--- config.mk ---
export PLATFORM = sky130hd
export DESIGN_NAME = diverging_curvature_colormap_flat
export DESIGN_NICKNAME = d
export VERILOG_FILES = /design/src/rtl/dcc_pkg.sv /design/src/rtl/dcc_in_if.sv /design/src/rtl/dcc_out_if.sv /design/src/rtl/diverging_curvature_colormap.sv /design/src/rtl/dcc_cfg.sv /design/src/rtl/dcc_div_step.sv /design/src/rtl/dcc_color.sv /design/src/flat_wrapper.sv
export SDC_FILE = /design/constraint.sdc
export NUM_CORES = 2
export LEC_CHECK = 0
export ABC_AREA = 1
export BUFFER_PORTS_ARGS = -buffer_cell sky130_fd_sc_hd__buf_2
export CORE_UTILIZATION = 45
export CTS_CLUSTER_DIAMETER = 80
export CTS_CLUSTER_SIZE = 12
export DETAILED_ROUTE_END_ITERATION = 10
export PLACE_DENSITY = 0.6
export SYNTH_ARGS = -nofsm -noshare
export SYNTH_HDL_FRONTEND = slang
export SYNTH_SLANG_ARGS = --single-unit
--- constraint.sdc ---
create_clock -name clk_i -period 54.4 [get_ports clk_i]
set_input_delay 2.72 -clock clk_i [delete_from_list [all_inputs] [get_ports clk_i]]
set_output_delay 2.72 -clock clk_i [all_outputs]
set_load 0.03 [all_outputs]
--- src/rtl/dcc_pkg.sv ---
// shared types and constants of the diverging colormap
// no dependencies; used by dcc_in_if and by every rtl module of the block but dcc_checker

package dcc_pkg;

  // default sizes handed to the top level parameters
  localparam int unsigned VALUE_WIDTH_DEF     = 32;
  localparam int unsigned RATIO_FRAC_BITS_DEF = 16;

  // hue endpoints in degrees, and the width of one hsv sector
  localparam int unsigned HUE_START_DEG   = 120;
  localparam int unsigned HUE_NEG_END_DEG = 240;
  localparam int unsigned SECTOR_DEG      = 60;

  // the same, in units of one sector
  localparam int unsigned HS_START = HUE_START_DEG / SECTOR_DEG;
  localparam int unsigned HS_SPAN  = (HUE_NEG_END_DEG - HUE_START_DEG) / SECTOR_DEG;

  // configuration register index
  typedef enum logic {
    REG_NEG_LIMIT,
    REG_POS_LIMIT
  } reg_idx_e;

  // per-stage control that travels with the data
  typedef struct packed {
    logic valid;  // stage holds a request
    logic neg;    // sample was negative
    logic sat;    // ratio is exactly one
  } dcc_ctl_t;

endpackage

--- src/rtl/dcc_in_if.sv ---
// input stream channel of the diverging colormap: valid, ready, sample
// depends on dcc_pkg for the default sample width

interface dcc_in_if #(
  parameter int unsigned VALUE_WIDTH = dcc_pkg::VALUE_WIDTH_DEF
);
  logic                          valid;
  logic                          ready;
  logic signed [VALUE_WIDTH-1:0] sample_value;

  modport source (output valid, output sample_value, input ready);
  modport sink   (input valid, input sample_value, output ready);
endinterface

--- src/rtl/dcc_out_if.sv ---
// output stream channel of the diverging colormap: valid, ready, rgb bytes
// no dependencies

interface dcc_out_if;
  logic       valid;
  logic       ready;
  logic [7:0] red;
  logic [7:0] green;
  logic [7:0] blue;

  modport source (output valid, output red, output green, output blue, input ready);
  modport sink   (input valid, input red, input green, input blue, output ready);
endinterface

--- src/rtl/diverging_curvature_colormap.sv ---
// diverging colormap top level: apb limits, input stage, divider chain, color stages
// depends on dcc_pkg, dcc_in_if, dcc_out_if, dcc_cfg, dcc_div_step and dcc_color
//
// usage
//   in_i carries one signed q16.16 sample per request; out_o returns one rgb
//   color per request, in order. negatives shade from green toward blue by
//   |sample|/|neg_limit|, the rest from green toward red by sample/pos_limit;
//   the ratio saturates at one, and a zero limit means full blue or full red
//   the user writes limits over apb (neg_limit at index 0, pos_limit at index 1)
//   only while no request is in flight, unchecked by the block; pready is tied high
// pipeline and throughput
//   a taken request passes one input stage, one divider stage per ratio bit,
//   a hue/sector stage and the byte-rounding output register on its way to out_o
//   one request per cycle sustained while out_o does not stall; the divider
//   is fully unrolled into stages, one quotient bit each
// reset and stall
//   reset clears both limits and every stage valid bit; out_o is idle after
//   reset. when out_o stalls with a result held, the whole pipe freezes and
//   in_i.ready drops in the same cycle; nothing is lost or repeated

module diverging_curvature_colormap #(
  parameter int unsigned VALUE_WIDTH     = dcc_pkg::VALUE_WIDTH_DEF,
  parameter int unsigned RATIO_FRAC_BITS = dcc_pkg::RATIO_FRAC_BITS_DEF,
  localparam int unsigned DATA_W         = (VALUE_WIDTH > 32) ? 64 : 32,
  localparam int unsigned ADDR_W         = (VALUE_WIDTH > 32) ? 4 : 3
) (
  input  logic              clk_i,
  input  logic              rst_ni,
  input  logic              psel,
  input  logic              penable,
  input  logic              pwrite,
  input  logic [ADDR_W-1:0] paddr,
  input  logic [DATA_W-1:0] pwdata,
  output logic [DATA_W-1:0] prdata,
  output logic              pready,
  dcc_in_if.sink            in_i,
  dcc_out_if.source         out_o
);
  import dcc_pkg::*;

  localparam int unsigned W = VALUE_WIDTH;
  localparam int unsigned F = RATIO_FRAC_BITS;

  // limit registers
  logic signed [W-1:0] neg_limit;
  logic [W-2:0]        pos_limit;

  // pipe advances whenever the output register is empty or being drained
  logic adv;
  logic out_valid;

  // input stage
  logic [W-1:0] sample_u, neg_lim_u;
  logic [W-1:0] mag_d, neg_mag, lim_d;
  logic         neg_d;
  dcc_ctl_t     a_ctl_d, a_ctl_q;
  logic [W-1:0] a_rem_q, a_lim_q;

  // divider chain, entry 0 is the input stage
  dcc_ctl_t     ctl_s [F+1];
  logic [W-1:0] rem_s [F+1];
  logic [W-1:0] lim_s [F+1];
  logic [F-1:0] quo_s [F+1];

  dcc_cfg #(
    .VALUE_WIDTH (W),
    .DATA_W      (DATA_W),
    .ADDR_W      (ADDR_W)
  ) u_cfg (
    .clk_i       (clk_i),
    .rst_ni      (rst_ni),
    .psel        (psel),
    .penable     (penable),
    .pwrite      (pwrite),
    .paddr       (paddr),
    .pwdata      (pwdata),
    .prdata      (prdata),
    .pready      (pready),
    .neg_limit_o (neg_limit),
    .pos_limit_o (pos_limit)
  );

  assign adv        = !out_valid || out_o.ready;
  assign in_i.ready = adv;

  // magnitudes; the most negative value becomes 2^(W-1) exactly
  assign sample_u  = in_i.sample_value;
  assign neg_lim_u = neg_limit;
  assign neg_d     = sample_u[W-1];
  assign mag_d     = neg_d ? (~sample_u + W'(1)) : sample_u;
  assign neg_mag   = neg_lim_u[W-1] ? (~neg_lim_u + W'(1)) : neg_lim_u;
  assign lim_d     = neg_d ? neg_mag : {1'b0, pos_limit};

  always_comb begin
    a_ctl_d.valid = in_i.valid;
    a_ctl_d.neg   = neg_d;
    // zero limit or sample at/beyond full scale gives a ratio of one
    a_ctl_d.sat   = (lim_d == '0) || (mag_d >= lim_d);
  end

  always_ff @(posedge clk_i or negedge rst_ni) begin
    if (!rst_ni) begin
      a_ctl_q <= '0;
    end else if (adv) begin
      a_ctl_q <= a_ctl_d;
    end
  end

  always_ff @(posedge clk_i) begin
    if (adv) begin
      a_rem_q <= mag_d;
      a_lim_q <= lim_d;
    end
  end

  assign ctl_s[0] = a_ctl_q;
  assign rem_s[0] = a_rem_q;
  assign lim_s[0] = a_lim_q;
  assign quo_s[0] = '0;

  // one stage per quotient bit
  for (genvar k = 0; k < F; k++) begin : g_div
    dcc_div_step #(
      .VALUE_WIDTH     (W),
      .RATIO_FRAC_BITS (F)
    ) u_step (
      .clk_i  (clk_i),
      .rst_ni (rst_ni),
      .en_i   (adv),
      .ctl_i  (ctl_s[k]),
      .rem_i  (rem_s[k]),
      .lim_i  (lim_s[k]),
      .quo_i  (quo_s[k]),
      .ctl_o  (ctl_s[k+1]),
      .rem_o  (rem_s[k+1]),
      .lim_o  (lim_s[k+1]),
      .quo_o  (quo_s[k+1])
    );
  end

  // hue, sector and rounding; owns the output register
  dcc_color #(
    .RATIO_FRAC_BITS (F)
  ) u_color (
    .clk_i   (clk_i),
    .rst_ni  (rst_ni),
    .en_i    (adv),
    .ctl_i   (ctl_s[F]),
    .quo_i   (quo_s[F]),
    .valid_o (out_valid),
    .red_o   (out_o.red),
    .green_o (out_o.green),
    .blue_o  (out_o.blue)
  );

  assign out_o.valid = out_valid;
endmodule

--- src/rtl/dcc_cfg.sv ---
// apb register file holding the two limit registers
// depends on dcc_pkg for the register index codes

module dcc_cfg #(
  parameter int unsigned VALUE_WIDTH = 32,
  parameter int unsigned DATA_W      = 32,
  parameter int unsigned ADDR_W      = 3
) (
  input  logic                          clk_i,
  input  logic                          rst_ni,
  input  logic                          psel,
  input  logic                          penable,
  input  logic                          pwrite,
  input  logic [ADDR_W-1:0]             paddr,
  input  logic [DATA_W-1:0]             pwdata,
  output logic [DATA_W-1:0]             prdata,
  output logic                          pready,
  output logic signed [VALUE_WIDTH-1:0] neg_limit_o,
  output logic [VALUE_WIDTH-2:0]        pos_limit_o
);
  import dcc_pkg::*;

  logic signed [VALUE_WIDTH-1:0] neg_limit_q;
  logic [VALUE_WIDTH-2:0]        pos_limit_q;
  reg_idx_e                      idx;
  logic                          wr_en;

  // two registers, so the top address bit picks one
  assign idx    = reg_idx_e'(paddr[ADDR_W-1]);
  assign wr_en  = psel && penable && pwrite;
  assign pready = 1'b1;

  always_ff @(posedge clk_i or negedge rst_ni) begin
    if (!rst_ni) begin
      neg_limit_q <= '0;
      pos_limit_q <= '0;
    end else if (wr_en) begin
      case (idx)
        REG_NEG_LIMIT: neg_limit_q <= pwdata[VALUE_WIDTH-1:0];
        REG_POS_LIMIT: pos_limit_q <= pwdata[VALUE_WIDTH-2:0];
        default: ;
      endcase
    end
  end

  always_comb begin
    case (idx)
      REG_NEG_LIMIT: prdata = DATA_W'(neg_limit_q);
      REG_POS_LIMIT: prdata = DATA_W'(pos_limit_q);
      default:       prdata = '0;
    endcase
  end

  assign neg_limit_o = neg_limit_q;
  assign pos_limit_o = pos_limit_q;
endmodule

--- src/rtl/dcc_div_step.sv ---
// one registered step of the restoring divider: one quotient bit per stage
// depends on dcc_pkg for the stage control struct

module dcc_div_step #(
  parameter int unsigned VALUE_WIDTH     = 32,
  parameter int unsigned RATIO_FRAC_BITS = 16
) (
  input  logic                           clk_i,
  input  logic                           rst_ni,
  input  logic                           en_i,
  input  dcc_pkg::dcc_ctl_t              ctl_i,
  input  logic [VALUE_WIDTH-1:0]         rem_i,
  input  logic [VALUE_WIDTH-1:0]         lim_i,
  input  logic [RATIO_FRAC_BITS-1:0]     quo_i,
  output dcc_pkg::dcc_ctl_t              ctl_o,
  output logic [VALUE_WIDTH-1:0]         rem_o,
  output logic [VALUE_WIDTH-1:0]         lim_o,
  output logic [RATIO_FRAC_BITS-1:0]     quo_o
);
  import dcc_pkg::*;

  dcc_ctl_t                       ctl_q;
  logic [VALUE_WIDTH-1:0]         rem_q, rem_d;
  logic [VALUE_WIDTH-1:0]         lim_q;
  logic [RATIO_FRAC_BITS-1:0]     quo_q, quo_d;
  logic [VALUE_WIDTH:0]           rem_x2;
  logic [VALUE_WIDTH:0]           rem_sub;
  logic                           ge;

  // remainder stays below the limit, so the doubled value fits one extra bit
  assign rem_x2  = {rem_i, 1'b0};
  assign rem_sub = rem_x2 - {1'b0, lim_i};
  assign ge      = rem_x2 >= {1'b0, lim_i};
  assign rem_d   = ge ? rem_sub[VALUE_WIDTH-1:0] : rem_x2[VALUE_WIDTH-1:0];
  assign quo_d   = {quo_i[RATIO_FRAC_BITS-2:0], ge};

  always_ff @(posedge clk_i or negedge rst_ni) begin
    if (!rst_ni) begin
      ctl_q <= '0;
    end else if (en_i) begin
      ctl_q <= ctl_i;
    end
  end

  always_ff @(posedge clk_i) begin
    if (en_i) begin
      rem_q <= rem_d;
      lim_q <= lim_i;
      quo_q <= quo_d;
    end
  end

  assign ctl_o = ctl_q;
  assign rem_o = rem_q;
  assign lim_o = lim_q;
  assign quo_o = quo_q;
endmodule

--- src/rtl/dcc_color.sv ---
// hue and hsv sector stage, then byte rounding into the output register
// depends on dcc_pkg for the hue constants and the stage control struct

module dcc_color #(
  parameter int unsigned RATIO_FRAC_BITS = 16
) (
  input  logic                       clk_i,
  input  logic                       rst_ni,
  input  logic                       en_i,
  input  dcc_pkg::dcc_ctl_t          ctl_i,
  input  logic [RATIO_FRAC_BITS-1:0] quo_i,
  output logic                       valid_o,
  output logic [7:0]                 red_o,
  output logic [7:0]                 green_o,
  output logic [7:0]                 blue_o
);
  import dcc_pkg::*;

  localparam int unsigned F    = RATIO_FRAC_BITS;
  localparam int unsigned HS_W = F + 3;

  localparam logic [F:0]      ONE      = {1'b1, {F{1'b0}}};
  localparam logic [HS_W-1:0] HS_ONE   = HS_W'(1) << F;
  localparam logic [HS_W-1:0] HS_TWO   = HS_ONE << 1;
  localparam logic [HS_W-1:0] HS_THREE = HS_ONE + HS_TWO;
  localparam logic [HS_W-1:0] HS_BASE  = HS_W'(HS_START) << F;
  localparam logic [F+8:0]    HALF     = (F+9)'(1) << (F - 1);

  // level in [0,1] to a byte, round half up
  function automatic logic [7:0] to_byte(input logic [F:0] lvl);
    logic [F+8:0] prod;
    prod = {lvl, 8'd0} - {8'd0, lvl};
    prod = prod + HALF;
    return prod[F+7:F];
  endfunction

  logic [F:0]      alpha;
  logic [HS_W-1:0] span, hs;
  logic [F:0]      frac, mid_gap, sec_x;
  logic [F:0]      lvl_r_d, lvl_g_d, lvl_b_d;
  logic [F:0]      lvl_r_q, lvl_g_q, lvl_b_q;
  logic            hue_valid_q;
  logic            valid_q;
  logic [7:0]      red_q, green_q, blue_q;

  assign alpha = ctl_i.sat ? ONE : {1'b0, quo_i};
  assign span  = HS_W'(alpha) * HS_W'(HS_SPAN);
  assign hs    = ctl_i.neg ? (HS_BASE + span) : (HS_BASE - span);

  // secondary component from the distance to the sector middle
  assign frac    = hs[F:0];
  assign mid_gap = (frac >= ONE) ? (frac - ONE) : (ONE - frac);
  assign sec_x   = ONE - mid_gap;

  always_comb begin
    if (hs <= HS_ONE) begin
      lvl_r_d = ONE;   lvl_g_d = sec_x; lvl_b_d = '0;
    end else if (hs <= HS_TWO) begin
      lvl_r_d = sec_x; lvl_g_d = ONE;   lvl_b_d = '0;
    end else if (hs <= HS_THREE) begin
      lvl_r_d = '0;    lvl_g_d = ONE;   lvl_b_d = sec_x;
    end else begin
      lvl_r_d = '0;    lvl_g_d = sec_x; lvl_b_d = ONE;
    end
  end

  always_ff @(posedge clk_i or negedge rst_ni) begin
    if (!rst_ni) begin
      hue_valid_q <= 1'b0;
      valid_q     <= 1'b0;
    end else if (en_i) begin
      hue_valid_q <= ctl_i.valid;
      valid_q     <= hue_valid_q;
    end
  end

  always_ff @(posedge clk_i) begin
    if (en_i) begin
      lvl_r_q <= lvl_r_d;
      lvl_g_q <= lvl_g_d;
      lvl_b_q <= lvl_b_d;
      red_q   <= to_byte(lvl_r_q);
      green_q <= to_byte(lvl_g_q);
      blue_q  <= to_byte(lvl_b_q);
    end
  end

  assign valid_o = valid_q;
  assign red_o   = red_q;
  assign green_o = green_q;
  assign blue_o  = blue_q;
endmodule

--- src/flat_wrapper.sv ---
// flat-port wrapper written by rule: the top's interface ports become plain ports
module diverging_curvature_colormap_flat import dcc_pkg::*;
#(
  parameter int unsigned VALUE_WIDTH     = dcc_pkg::VALUE_WIDTH_DEF,
  parameter int unsigned RATIO_FRAC_BITS = dcc_pkg::RATIO_FRAC_BITS_DEF,
  localparam int unsigned DATA_W         = (VALUE_WIDTH > 32) ? 64 : 32,
  localparam int unsigned ADDR_W         = (VALUE_WIDTH > 32) ? 4 : 3
)
  (clk_i, rst_ni, psel, penable, pwrite, paddr, pwdata, prdata, pready, in_i_valid, in_i_sample_value, in_i_ready, out_o_valid, out_o_red, out_o_green, out_o_blue, out_o_ready);
  dcc_in_if #(.VALUE_WIDTH(VALUE_WIDTH)) in_i_i ();
  dcc_out_if out_o_i ();
  input  logic clk_i;
  input  logic rst_ni;
  input  logic psel;
  input  logic penable;
  input  logic pwrite;
  input  logic [ADDR_W-1:0] paddr;
  input  logic [DATA_W-1:0] pwdata;
  output logic [DATA_W-1:0] prdata;
  output logic pready;
  input wire logic [$bits(in_i_i.valid)-1:0] in_i_valid;
  input wire logic [$bits(in_i_i.sample_value)-1:0] in_i_sample_value;
  output wire logic [$bits(in_i_i.ready)-1:0] in_i_ready;
  output wire logic [$bits(out_o_i.valid)-1:0] out_o_valid;
  output wire logic [$bits(out_o_i.red)-1:0] out_o_red;
  output wire logic [$bits(out_o_i.green)-1:0] out_o_green;
  output wire logic [$bits(out_o_i.blue)-1:0] out_o_blue;
  input wire logic [$bits(out_o_i.ready)-1:0] out_o_ready;
  assign in_i_i.valid = in_i_valid;
  assign in_i_i.sample_value = in_i_sample_value;
  assign in_i_ready = in_i_i.ready;
  assign out_o_valid = out_o_i.valid;
  assign out_o_red = out_o_i.red;
  assign out_o_green = out_o_i.green;
  assign out_o_blue = out_o_i.blue;
  assign out_o_i.ready = out_o_ready;
  diverging_curvature_colormap #(.VALUE_WIDTH(VALUE_WIDTH), .RATIO_FRAC_BITS(RATIO_FRAC_BITS)) u_core (.clk_i(clk_i), .rst_ni(rst_ni), .psel(psel), .penable(penable), .pwrite(pwrite), .paddr(paddr), .pwdata(pwdata), .prdata(prdata), .pready(pready), .in_i(in_i_i), .out_o(out_o_i));
endmodule
# --- Word-level counts from Yosys, hierarchy flattened ---
# Index checks and enable logic that the tools add are counted.
totals:
  regBits: 1351
  latchBits: 0
  ramBits: 0
  rom_bits: 0
  inputBits: 74
  wordCells: 218
  mem_count: 0
op_classes:
  n_addsub: 28
  mul: 0
  div_mod_pow: 0
  n_lt_le_gt_ge: 21
  eq_ne: 0
  shifts: 0
  mux: 27
  bitwise: 5
  reduce_logical: 11
op_table:
  columns: ["cell", "count"]
  rows:
  - ["$mux W32", 18]
  - ["$ge A33 B32 Y1", 16]
  - ["$sub A32 B32 Y32", 15]
  - ["$mux W17", 7]
  - ["$add A24 B16 Y24 const B", 3]
  - ["$sub A24 B17 Y24", 3]
  - ["$add A32 B1 Y32 const B", 2]
  - ["$not A32 Y32", 2]
  - ["$pmux W32 S2", 1]
  - ["$le A19 B18 Y1 const B", 2]
  - ["$sub A17 B17 Y17 const A", 2]
  - ["$ge A32 B32 Y1", 1]
  - ["$logic_not A32 Y1", 1]
  - ["$add A18 B18 Y19 const A", 1]
  - ["$le A19 B17 Y1 const B", 1]
  - ["$mux W19", 1]
  - ["$sub A18 B18 Y19 const A", 1]
  - ["$ge A17 B17 Y1 const B", 1]
  - ["$sub A17 B17 Y17 const B", 1]
  - ["$reduce_and A2 Y1", 2]
  - ["$reduce_or A2 Y1", 2]
  - ["$not A1 Y1", 3]
  - ["$reduce_or A3 Y1", 1]
  - ["$logic_and A1 B1 Y1", 2]
  - ["other kinds (2)", 3]

# --- Depth between registers and ports, before layout ---
logic_depth:
  word_depth: 9
  ltp_mapped: 26

# --- By module ---
# From an unflattened synthesis, not the netlist that was laid out.
unflattened:
  cells_unflattened: 13661
  hier_area_um2: 105180.9
modules_own_cells:
  columns: ["mod", "instances", "cells_per_inst", "area_per_inst_um2"]
  rows:
  - ["dcc_div_step", 16, 740, 5676.7]
  - ["dcc_color", 1, 745, 6077.1]
  - ["diverging_curvature_colormap", 1, 696, 5393.9]
  - ["dcc_cfg", 1, 380, 2882.8]

# --- Worst setup path after synthesis ---
# No wires, ideal clock.
synth_timing:
  path_kind: "in2out"
  start: "input port out_o_ready"
  end: "output port in_i_ready"
  arrival_time_ps: 36615
  required_ps: 51680
  slack_ps: 15065
  stages: 4
  path_buffers: 2
  path_cell_list: "inv_1 -> nand2_1 -> clkbuf_1 -> clkbuf_1"
synth_between:
  elab_chain_cells: 1
synth_rtl:
  columns: ["element", "line", "source"]
  rows:
  - ["from (decl)", "flat_wrapper.sv:28", "input wire logic [$bits(out_o_i.ready)-1:0] out_o_ready;"]
  - ["$logic_or A1 B1 Y1", "diverging_curvature_colormap.sv:83", "assign adv = !out_valid || out_o.ready;"]
  - ["to (decl)", "flat_wrapper.sv:23", "output wire logic [$bits(in_i_i.ready)-1:0] in_i_ready;"]
# No other way between the ends.

# --- Worst setup path in the final report ---
layout_timing:
  start: "input port out_o_ready"
  end: "register u_core.g_div[5].u_step.rem_q[18], enable pin"
layout_between:
  elab_chain_cells: 1
layout_rtl:
  columns: ["element", "line", "source"]
  rows:
  - ["$logic_or A1 B1 Y1", "diverging_curvature_colormap.sv:83", null]
  - ["to (signal assigned)", "dcc_div_step.sv:47", "rem_q <= rem_d;"]
  - ["to (decl)", "dcc_div_step.sv:23", "logic [VALUE_WIDTH-1:0] rem_q, rem_d;"]
# No other way between the ends.
# A chain may end at the register's enable or synchronous reset.

==> impl_metrics.tcl <==
set metrics [dict create \
    status "complete, no violations" \
    path_clk_slew_ns 0.06 \
    finalSetupTns_ns 0 \
    htreeDepth 4 \
    end_kind "flip-flop" \
    cts_tree "done" \
    area_growth_pct 9.15 \
    dp_hpwl_mm 154 \
    fin_skew_ns 0.0400 \
    clock_path_buffers 3 \
    hold_violations 0 \
    via_per_inst 5.25 \
    cp_top_family "buffers and inverters" \
    hold_class "reg2reg" \
    cts-root-buf "clkbuf_16" \
    die_w_um 422 \
    worstSetupEndpoint "u_core.g_div[5].u_step.rem_o[18]" \
    cts_buffers 137 \
    synth-edff-count 1232 \
    ant_nets 0 \
    slew_headroom_pct 10.5 \
    final_cell_mix "1867 x nand2_1, 1255 x inv_1, 1232 x edfxtp_1" \
    synth_cell_types 56 \
    reg2reg_depth 6 \
    required_ns 54.77 \
    synthCells 8620 \
    synth_seq_cells 1348 \
    crit_start "out_o_ready" \
    cts_resized 0 \
    synthArstFlopShare_pct 8.61 \
    grt_setup_unrepaired "no" \
    crit_fanout 189 \
    diodes 0 \
    syn_avg_cell_area_um2 9.20 \
    critPathArrivalTime_ns 7.75 \
    grt_pass1_wl_mm 310 \
    port_buffers 129 \
    final_common_cell "nand2_1" \
    period_share_pct 13.6 \
    max_stage_delay_ns 0.88 \
    antenna_found_initial 1 \
    yosysSeqAreaShare_pct 50.3 \
    cts.sinks 1348 \
    dr_total_vias 58593 \
    syn-cell-area_um2 79300 \
    dieArea_um2 178000 \
    reg2reg_setup_slack_ns 48.68 \
    ioPinCount 133 \
    fp.dieH_um 422 \
    cts_hold_buffers 0 \
    core_um2 174000 \
    place.gp.congestion 0.910 \
    drv_slew 0 \
    drtIter0Drc 4764 \
    critPathSlowestCell "buf_4" \
    finalWirelength_mm 198 \
    path_common_cell "buf_4" \
    drive_above_1_share_pct 4.64 \
    cap_viol_max_count 0 \
    synth_top_area_share_pct 46.6 \
    wire_per_inst_um 17.8 \
    cp_cell_sequence "buf_2 > inv_1 > nand2_4 > buf_4 > buf_4 > buf_4 > buf_4 > buf_12" \
    clk_latency_ns 0.79 \
    path_class "in2reg" \
    fin_nets 9478 \
    first_pass_iters 6 \
    overflow 0 \
    synthTopCellsByArea "edfxtp_1 47%, ha_1 9.6%, nand2_1 8.8%, inv_1 5.9%, o21ai_0 5.0%" \
    cp.depth 8 \
    max_freq_ghz 0.136 \
    route.detailed.drc 0 \
    start_kind "input pin" \
    floorplan.initialDensity_pct 45.5 \
    grt_pass1_vias 55733 \
    tightest_slew_ns 1.33 \
    postSynthNetCount 9319 \
    grt_usage_pct 22.0 \
    crit-reg2reg-launch "u_core.u_color.valid_o" \
    row_count 153 \
    post-cts-setup-buffers 0 \
    crit_buf_inv 7 \
    grt_max_degree 190 \
    synth_largest_area_cell "edfxtp_1" \
    finalSetupViolations 0 \
    yosysWarnings 0 \
    ys.flop_type "edfxtp_1" \
    r2r_end "u_core.g_div[5].u_step.rem_o[18]" \
    fin_crit_ns 7.38 \
]
==> registers in the layout, summed over array words and instances, names as in the netlist, 16 cells and up <==
signal / cells
u_core.u_cfg.neg_limit_o: 32
u_core.u_cfg.pos_limit_o: 31
u_core.u_color.lvl_g_q: 16
u_core.u_color.lvl_b_q: 16
u_core.a_rem_q: 32
u_core.g_div.u_step.lim_o: 480
u_core.g_div.u_step.quo_o: 136
u_core.a_lim_q: 32
u_core.g_div.u_step.ctl_o: 48
u_core.g_div.u_step.rem_o: 480
u_core.u_color.lvl_r_q: 16
==> metal layers <==
layer | vias up | track usage, % | part of all wire, %
met1 | 27722 | 30.9 | 47
met2 | 1216 | 35.7 | 46
met4 | 0 | 5.59 | 2.3
met5 | - | 0 | 0
li1 | 29407 | - | -
met3 | 248 | 2.84 | 4.4
==> worst min-delay path by stage <==
stage                                           from                                 to  depth (start not counted)
finish              u_core.g_div[13].u_step.quo_o[8]   u_core.g_div[14].u_step.quo_o[9]                          0
global route        u_core.g_div[10].u_step.quo_o[8]   u_core.g_div[11].u_step.quo_o[9]                          0
CTS                  u_core.g_div[7].u_step.quo_o[0]    u_core.g_div[8].u_step.quo_o[1]                          0
detailed placement   u_core.g_div[9].u_step.quo_o[0]   u_core.g_div[10].u_step.quo_o[1]                          0
global placement    u_core.g_div[10].u_step.quo_o[0]   u_core.g_div[11].u_step.quo_o[1]                          0
floorplan            u_core.g_div[9].u_step.quo_o[9]  u_core.g_div[10].u_step.quo_o[10]                          0
==> area by class of cell <==
| cell class | count | area, um2 |
|---|---|---|
| clock buffer | 172 | 3620 |
| clock inverter | 25 | 378 |
| fill | 16183 | 87800 |
| inverter | 1267 | 4760 |
| multi-input combinational | 5861 | 34100 |
| sequential | 1348 | 39900 |
| tap | 2325 | 2910 |
| timing repair buffer | 164 | 927 |
==> synthesized netlist by cell type (80+ instances only) <==
cell type and n:
edfxtp_1 1232, xor2_1 219, ha_1 610, nor2_1 643, o21ai_0 793, inv_1 1255, a21oi_1 605, nand4_1 80
xnor2_1 301, clkbuf_1 125, nand2_1 1868, nor3_1 93, nand3_1 196, dfrtp_1 116
==> per-stage QoR <==
step	std cells	instance area [um2]	utilization, %	hold slack, ns	setup slack, ns
floorplan	8620	79300	-	0.400	15.06
global placement	10965	82600	47.4	0.400	46.34
detailed placement	10965	82600	47.4	0.405	46.21
CTS	11162	86600	49.7	0.415	47.03
global route	11162	86600	49.7	0.421	46.59
finish	11162	86600	49.7	0.413	47.02
==> worst reg2reg max path, stage by stage, from the launching register on <==
cell and delay (ns):
dfrtp_1 0.42, nand2_4 0.73, buf_4 0.71, buf_4 0.79, buf_4 0.85, buf_4 0.89
buf_12 0.75
==> logic make-up (layout without fill, tap and decap cells) <==
kind of cell,Yosys count,after routing,share of synthesized area (%)
muxes,3,3,0.0426
buffers and inverters,1411,1628,6.74
xor gates and xnor gates,520,520,5.74
DFF,1348,1348,50.3
adders and majority gates,625,625,10.0
and+or+nand+nor,2974,2974,15.1
AOI/OAI and AO/OA,1738,1738,12.0
other,1,1,0.00473
Power is left out: the tool's default activity adds up to more than one toggle a clock period on the data nets, which glitch-free logic cannot reach.
